### src/rtl/imh_pkg.sv
// Types, codes and key compare for the indexed min-heap.
`timescale 1ns / 1ps
package imh_pkg;

  localparam int ITEM_W     = 10;
  localparam int ITEM_COUNT = 1 << ITEM_W;
  localparam int KEY_W      = 32;

  localparam logic [KEY_W-1:0]        MAX_LEN  = '1;
  localparam logic signed [KEY_W-1:0] MAX_YEAR = 32'sh7FFF_FFFF;

  typedef enum logic [1:0] {
    OP_LOAD  = 2'd0,
    OP_POP   = 2'd1,
    OP_DEC   = 2'd2,
    OP_CLEAR = 2'd3
  } opcode_t;

  typedef enum logic [1:0] {
    ST_OK     = 2'd0,
    ST_EMPTY  = 2'd1,
    ST_REJECT = 2'd2,
    ST_FULL   = 2'd3
  } status_t;

  typedef struct packed {
    logic [ITEM_W-1:0]       item;
    logic [KEY_W-1:0]        len;
    logic signed [KEY_W-1:0] year;
  } slot_t;

  typedef enum logic [3:0] {
    ACT_NONE,
    ACT_CUR_POS,
    ACT_LOAD,
    ACT_MOV_IN,
    ACT_POP_SAVE,
    ACT_POP_TAKE,
    ACT_WR_MOV,
    ACT_WR_LFT,
    ACT_WR_PAR,
    ACT_LFT_LOAD,
    ACT_PICK,
    ACT_CLEAR,
    ACT_INIT
  } act_t;

  typedef enum logic [2:0] {
    RS_CUR,
    RS_ONE,
    RS_COUNT,
    RS_POS,
    RS_PARENT,
    RS_LEFT,
    RS_RIGHT
  } rsel_t;

  typedef struct packed {
    logic    latch;
    act_t    act;
    rsel_t   rsel;
    logic    fin;
    status_t fin_status;
    logic    fin_pop;
  } dp_cmd_t;

  typedef struct packed {
    opcode_t op;
    logic    full;
    logic    empty;
    logic    hit;
    logic    key_ok;
    logic    root;
    logic    par_wins;
    logic    no_left;
    logic    has_right;
    logic    stay;
    logic    init_last;
  } dp_stat_t;

  // True if key a is better than or equal to key b.
  function automatic logic key_not_worse(input logic [KEY_W-1:0] la,
                                         input logic signed [KEY_W-1:0] ya,
                                         input logic [KEY_W-1:0] lb,
                                         input logic signed [KEY_W-1:0] yb);
    if (la != lb) return la < lb;
    return ya >= yb;
  endfunction

endpackage

### src/rtl/imh_ctrl.sv
// Heap controller: sequences lookups, sift-up and sift-down over the datapath.
`timescale 1ns / 1ps
module imh_ctrl import imh_pkg::*; (
  input  logic     clk,
  input  logic     rst_n,
  input  logic     start,
  input  dp_stat_t stat,
  output logic     busy,
  output dp_cmd_t  cmd
);

  typedef enum logic [3:0] {
    S_INIT, S_IDLE, S_DISPATCH, S_SLOT_RD, S_CHECK, S_UP, S_UP_CMP,
    S_POP2, S_POP3, S_DOWN, S_DOWN2, S_DOWN3, S_DCMP
  } state_t;

  state_t state_r, state_nxt;
  logic   busy_r;

  always_comb begin
    state_nxt      = state_r;
    cmd.latch      = 1'b0;
    cmd.act        = ACT_NONE;
    cmd.rsel       = RS_CUR;
    cmd.fin        = 1'b0;
    cmd.fin_status = ST_OK;
    cmd.fin_pop    = stat.op == OP_POP;
    unique case (state_r)
      S_INIT: begin
        // zero one position entry per cycle
        cmd.act = ACT_INIT;
        if (stat.init_last) state_nxt = S_IDLE;
      end
      S_IDLE: begin
        if (start) begin
          cmd.latch = 1'b1;
          state_nxt = S_DISPATCH;
        end
      end
      S_DISPATCH: begin
        unique case (stat.op)
          OP_LOAD: begin
            if (stat.full) begin
              cmd.fin        = 1'b1;
              cmd.fin_status = ST_FULL;
              state_nxt      = S_IDLE;
            end else begin
              state_nxt = S_SLOT_RD;
            end
          end
          OP_POP: begin
            if (stat.empty) begin
              cmd.fin        = 1'b1;
              cmd.fin_status = ST_EMPTY;
              cmd.fin_pop    = 1'b0;
              state_nxt      = S_IDLE;
            end else begin
              cmd.rsel  = RS_ONE;
              state_nxt = S_POP2;
            end
          end
          OP_DEC: state_nxt = S_SLOT_RD;
          default: begin
            cmd.act   = ACT_CLEAR;
            cmd.fin   = 1'b1;
            state_nxt = S_IDLE;
          end
        endcase
      end
      S_SLOT_RD: begin
        cmd.act   = ACT_CUR_POS;
        cmd.rsel  = RS_POS;
        state_nxt = S_CHECK;
      end
      S_CHECK: begin
        if (stat.op == OP_LOAD) begin
          cmd.fin   = 1'b1;
          state_nxt = S_IDLE;
          if (stat.hit) cmd.fin_status = ST_REJECT;
          else          cmd.act        = ACT_LOAD;
        end else if (!stat.hit || !stat.key_ok) begin
          cmd.fin        = 1'b1;
          cmd.fin_status = ST_REJECT;
          state_nxt      = S_IDLE;
        end else begin
          cmd.act   = ACT_MOV_IN;
          state_nxt = S_UP;
        end
      end
      S_UP: begin
        if (stat.root) begin
          cmd.act   = ACT_WR_MOV;
          cmd.fin   = 1'b1;
          state_nxt = S_IDLE;
        end else begin
          cmd.rsel  = RS_PARENT;
          state_nxt = S_UP_CMP;
        end
      end
      S_UP_CMP: begin
        if (stat.par_wins) begin
          cmd.act   = ACT_WR_MOV;
          cmd.fin   = 1'b1;
          state_nxt = S_IDLE;
        end else begin
          cmd.act   = ACT_WR_PAR;
          state_nxt = S_UP;
        end
      end
      S_POP2: begin
        cmd.act   = ACT_POP_SAVE;
        cmd.rsel  = RS_COUNT;
        state_nxt = S_POP3;
      end
      S_POP3: begin
        cmd.act   = ACT_POP_TAKE;
        state_nxt = S_DOWN;
      end
      S_DOWN: begin
        if (stat.no_left) begin
          cmd.act   = ACT_WR_MOV;
          cmd.fin   = 1'b1;
          state_nxt = S_IDLE;
        end else begin
          cmd.rsel  = RS_LEFT;
          state_nxt = S_DOWN2;
        end
      end
      S_DOWN2: begin
        cmd.act = ACT_LFT_LOAD;
        if (stat.has_right) begin
          cmd.rsel  = RS_RIGHT;
          state_nxt = S_DOWN3;
        end else begin
          state_nxt = S_DCMP;
        end
      end
      S_DOWN3: begin
        cmd.act   = ACT_PICK;
        state_nxt = S_DCMP;
      end
      S_DCMP: begin
        if (stat.stay) begin
          cmd.act   = ACT_WR_MOV;
          cmd.fin   = 1'b1;
          state_nxt = S_IDLE;
        end else begin
          cmd.act   = ACT_WR_LFT;
          state_nxt = S_DOWN;
        end
      end
      default: state_nxt = S_IDLE;
    endcase
  end

  always_ff @(posedge clk) begin
    if (!rst_n) begin
      state_r <= S_INIT;
      busy_r  <= 1'b1;
    end else begin
      state_r <= state_nxt;
      busy_r  <= state_nxt != S_IDLE;
    end
  end

  assign busy = busy_r;

endmodule

### config.mk
export PLATFORM = sky130hd
export DESIGN_NAME = imh_ctrl
export DESIGN_NICKNAME = d
export VERILOG_FILES = /design/src/rtl/imh_pkg.sv /design/src/rtl/imh_ctrl.sv
export SDC_FILE = /design/constraint.sdc
export NUM_CORES = 1
export LEC_CHECK = 0
export BUFFER_PORTS_ARGS = -buffer_cell sky130_fd_sc_hd__buf_2
export CORE_MARGIN = 2
export CORE_UTILIZATION = 45
export CTS_CLUSTER_DIAMETER = 80
export DETAILED_ROUTE_END_ITERATION = 7
export HOLD_SLACK_MARGIN = 0.08
export PLACE_DENSITY_LB_ADDON = 0.25
export RECOVER_POWER = 100
export SLEW_MARGIN = 25
export SYNTH_ARGS = -nofsm -noshare
export SYNTH_HDL_FRONTEND = slang
export SYNTH_SLANG_ARGS = --single-unit
### constraint.sdc
create_clock -name clk -period 1.15 [get_ports clk]
set_input_delay 0 -clock clk [delete_from_list [all_inputs] [get_ports clk]]
set_output_delay 0 -clock clk [all_outputs]
set_load 0.01 [all_outputs]
==> results.cfg, run 1 <==
[synthesis]
ys_types = 50
syn_area_per_cell_um2 = 7.83
synthTopCellsByArea = dfxtp_1, buf_6, nand2_1
synth_top_area_share_pct = 12.1
ys_ff_latch = 5
synthMostInstantiatedCell = nand2_1
synthFlopType = dfxtp_1
async_flop_share_pct = 0
yosysTopAreaCell = dfxtp_1
synthesis.nets = 121
syn-cell-area_um2 = 830
yosysSeqAreaShare_pct = 12.1
synth_common_cells = nand2_1, nor2_1, inv_1
synth-edff-count = 0
synth_warnings = 0
postSynthCellCount = 106

[route]
drcViolationCount = 0
wl_per_cell_um = 17.3
ant_nets = 0
routed_wl_mm = 3.36
first_pass_iters = 4
viasPerCell = 5.97
drtIter0Drc = 56
via_count = 1158

[floorplan]
die_x_um = 46.9
fp.dieH_um = 46.9
start_util_pct = 48.0
die-area_um2 = 2200
core_um2 = 1730
ios = 28
core.rowCount = 15

[power_and_ir_drop]
netSwitchingFraction_pct = 38.8
powerDensity_nw_per_um2 = 602
p_switching_uw = 339
clockPowerShare_pct = 25.6
pwr-share-seq_pct = 22.7
p_comb_share_pct = 51.7
p_leak_uw = 0.000659
p_int_uw = 534
vdd_drop_max_mv = 0.799

[clock_network]
cts_sinks = 5
cts_tree = done
clock_latency_ns = 0.26
clk_path_buf_depth = 2
cts_buffers = 3
h-tree-depth = 1
root_buffer = clkbuf_4
clkTransAtPathRegs_ns = 0.05

[setup_path]
crit_type = reg -> out
crit_path_start = state_r[3]$_SDFF_PN0_
endpoint_kind = output port
startpoint_type = flop
crit_fanout = 7
r2r_start = state_r[3]$_SDFF_PN0_
critical_path_arrival_ns = 1.55
crit_required_ns = 1.15

[global_route]
overflow = 0
antenna_found_initial = 0
grt_max_degree = 14
grt_pass1_vias = 954
track_usage_pct = 26.2
grt_pass1_wl_mm = 4.13

[timing]
fin_crit_ns = 1.55
finalHoldViolations = 0
fmax_ghz = 0.644
grt_setup_unrepaired = yes
setup_viol = 17
worstMarginPinSlew_ns = 0.308
min_period_over_period_pct = 135
slew_headroom_pct = 79.3
clock-skew-final_ns = 0.00468
report.final.slew_viol_count = 0
setup-tns-final_ns = -5.08
worst_slack_ns = -0.402

[status]
status = finished with violations
violations = negative setup slack

[run]
timing.max_cap.violations = 0

[worst_hold_path]
hp-start = stat[4]
holdCritPathClass = in -> reg

[finish]
fillerInstances = 117
drive_gt1_share_pct = 65.1
insertedDiodeCount = 0
layoutNonFillerInstCount = 194
nNetsFinal = 185
synthToLayoutAreaGrowth_pct = 74.7

[place]
dp.cells = 169
gp_congestion = 0.826
numPortBuffers = 27
dp_hpwl_mm = 1.93
[state kept, by name (all words and copies together), names as in the netlist]
signal and flops:
state_r 4, busy 1
[worst paths after layout]
path,endpoint,slack (ns),depth (start not counted)
max reg2reg,busy$_SDFF_PN1_,-0.35,8
max,cmd[9],-0.40,6
min reg2reg,state_r[0]$_SDFF_PN0_,0.71,2
min,busy$_SDFF_PN1_,0.18,4
[critical path: stages (launching register included)]
cell      delay, ns
dfxtp_4        0.43
buf_6          0.15
a21oi_2        0.04
o21ai_1        0.12
o31a_1         0.23
o311ai_2       0.15
buf_2          0.17
[cell families after synthesis]
family                 count (synthesis)  share of synthesized area [%]
muxes                                  2                           3.92
AOI/OAI and AO/OA                     34                           31.1
buffers and inverters                 15                           13.4
and+or+nand+nor                       50                           39.5
DFF                                    5                           12.1
[power by group through the flow]
| stage | Clock [µW] | Combinational [µW] | Sequential (µW) |
|---|---|---|---|
| finish | 223 | 451 | 198 |
| detailed placement | 0 | 325 | 208 |
| global route | 246 | 476 | 199 |
| CTS | 213 | 357 | 200 |
| floorplan | 0 | 198 | 202 |
| global placement | 0 | 318 | 207 |
[layout by cell type (no fill, tap or decap), types with 4 or more instances in the layout]
cell type,n
nand2_1,8
inv_1,5
o21ai_1,4
buf_6,13
buf_4,25
nor2_1,7
dfxtp_4,4
buf_2,24
[stage by stage]
step           instance area [µm²]  setup slack (ns)  total power [µW]  hold slack, ns  utilization, %
6_report                      1450            -0.402               873           0.178            83.9
5_1_grt                       1450            -0.479               921           0.177            83.9
4_1_cts                       1230            -0.352               770           0.197            71.1
3_5_place_dp                  1090            -0.327               533           0.253            63.0
3_3_place_gp                  1090            -0.261               524           0.241            63.0
2_1_floorplan                  853           -0.0255               400          0.0279               -
[layout make-up]
| cell class | instances | area [µm²] | area share [%] |
|---|---|---|---|
| Clock buffer | 3 | 22.5 | 1.55 |
| Clock inverter | 1 | 5.00 | 0.345 |
| Timing Repair Buffer | 66 | 508 | 35.1 |
| Tap cell | 25 | 31.3 | 2.16 |
| Sequential cell | 5 | 115 | 7.94 |
| Multi-Input combinational cell | 86 | 732 | 50.5 |
| Inverter | 8 | 35.0 | 2.42 |
[per-layer routing]
layer	routed length (µm)	share of wire [%]	track usage, %
met2	1690	50	45.5
met3	222	6.6	9.62
met4	97	2.9	5.56
met1	1350	40	30.9
met5	0	0	0
[timing repair]
item                                   in CTS  in global routing
endpoints found under the hold margin       3                  0
hold buffers                                1                  0
setup endpoints to repair                  17                 17
resized for setup                          17                 25
pin swaps                                   7                 15
buffers inserted                            6                 14
No activity file was read; power rests on OpenSTA's default activity.
==> run 2: changes to the inputs <==
- SETUP_SLACK_MARGIN: default -> 0.3
==> results.cfg, run 2 (synthesis gave the netlist of run 1 again) <==
[route]
routed_wl_mm = 3.57
ant_nets = 0
drcViolationCount = 0
wl_per_cell_um = 18.1
via_count = 1178
drtIter0Drc = 94
viasPerCell = 5.98
first_pass_iters = 6

[power_and_ir_drop]
power_uw = 898
clockPowerShare_pct = 24.4
p_switching_uw = 340
p_leak_uw = 0.000682
netSwitchingFraction_pct = 37.9
powerDensity_nw_per_um2 = 609
vdd_drop_max_mv = 0.492
p_int_uw = 557
pwr-share-seq_pct = 22.4
p_comb_share_pct = 53.1

[global_route]
track_usage_pct = 30.6
antenna_found_initial = 0
overflow = 0
grt_max_degree = 11
grt_pass1_vias = 1048
grt_pass1_wl_mm = 4.78

[clock_network]
cts_sinks = 5
cts_tree = done
clock_latency_ns = 0.25
clk_path_buf_depth = 2
root_buffer = clkbuf_4
h-tree-depth = 1
clkTransAtPathRegs_ns = 0.06
cts_buffers = 3

[setup_path]
critical_path.top_delay_family = compound AO/OA/AOI/OAI gates
crit_fanout = 7
endpoint_kind = output port
crit_type = reg -> out
crit_buf_inv = 2
regToRegSetupSlack_ns = -0.32
crit_required_ns = 1.15
slowest_delay_ns = 0.38
path_cells = buf_4, nor3_1, o21ai_2, o31a_1, o311ai_2, buf_2
crit_path_top_delay_cell = nor3_1
startpoint_type = flop
critical_path_arrival_ns = 1.75

[finish]
final_common_cell = buf_4
layoutNonFillerInstCount = 197
nNetsFinal = 188
drive_gt1_share_pct = 68.0
layout_common_cells = buf_4, buf_2, buf_6
finish.utilization_pct = 85.4
top_register = state_r
synthToLayoutAreaGrowth_pct = 77.8
largest_reg_flops = 4
insertedDiodeCount = 0

[floorplan]
ios = 28
die-area_um2 = 2200
die_x_um = 46.9
core.rowCount = 15
fp.dieH_um = 46.9
core_um2 = 1730
start_util_pct = 48.0

[place]
dp.cells = 173
post-place-ws_ns = -0.257
numPortBuffers = 27
gp_congestion = 0.887
dp_hpwl_mm = 2.06

[timing]
worst_slack_ns = -0.596
setup-tns-final_ns = -5.24
min_period_over_period_pct = 152
clock-skew-final_ns = 0.0166
finalHoldViolations = 0
grt_setup_unrepaired = yes
worstMarginPinSlew_ns = 0.429
setup_viol = 17
slew_headroom_pct = 71.2
report.final.slew_viol_count = 0
fmax_ghz = 0.573
fin_crit_ns = 1.75

[worst_hold_path]
holdCritPathClass = in -> reg

[status]
violations = negative setup slack
status = finished with violations

[run]
timing.max_cap.violations = 0
-- run 2: cell types whose count changed in the layout (fill, tap and decap cells not counted), sizes merged --
cell	previous run	this run
buf	64	67
clkbuf	4	5
clkinv	1	0
-- run 2: worst min-delay path, stage by stage --
cell and delay [ns]:
buf_2 0.10, nor2_2 0.09, a211oi_2 0.05, o21ai_2 0.11
a21boi_2 0.06
-- run 2: final cells by class --
cell class / count / area, µm²
fill: 100 / 251
clock buffer: 4 / 26.3
timing repair buffer: 69 / 523
tap: 25 / 31.3
multi-input combinational: 86 / 744
inverter: 8 / 35.0
sequential: 5 / 115
-- run 2: path summary, 6_finish.rpt --
kind                           end             startpoint  cells after the start
max                         cmd[9]  state_r[1]$_SDFF_PN0_                      6
max reg2reg        busy$_SDFF_PN1_  state_r[1]$_SDFF_PN0_                      6
min reg2reg        busy$_SDFF_PN1_  state_r[2]$_SDFF_PN0_                      3
min          state_r[0]$_SDFF_PN0_                stat[0]                      5
-- run 2: what timing repair did --
action | in CTS | in global routing
pin swaps | 10 | 13
resized for setup | 19 | 25
setup endpoints to repair | 17 | 17
hold endpoints to repair | 3 | 0
hold buffers | 1 | 0
setup buffers | 12 | 7
-- run 2: per-layer routing --
layer	wire, µm	up-vias	GRT usage, %
met4	142	0	12.2
met3	366	26	5.77
li1	-	522	-
met1	1380	541	40.2
met5	0	-	0
met2	1690	89	49.3
-- run 2: power groups by stage --
stage	Clock, µW	Combinational, µW	Sequential, µW
after floorplan	0	210	200
after global placement	0	313	218
after detailed placement	0	322	217
after CTS	219	400	199
after global routing	235	502	202
final	220	477	201
-- run 2: through the flow --
stage | cell area (µm²) | hold WS (ns)
after floorplan | 890 | 0.0279
after global placement | 1140 | 0.247
after detailed placement | 1140 | 0.254
after CTS | 1320 | 0.216
after global routing | 1480 | 0.242
final | 1480 | 0.215
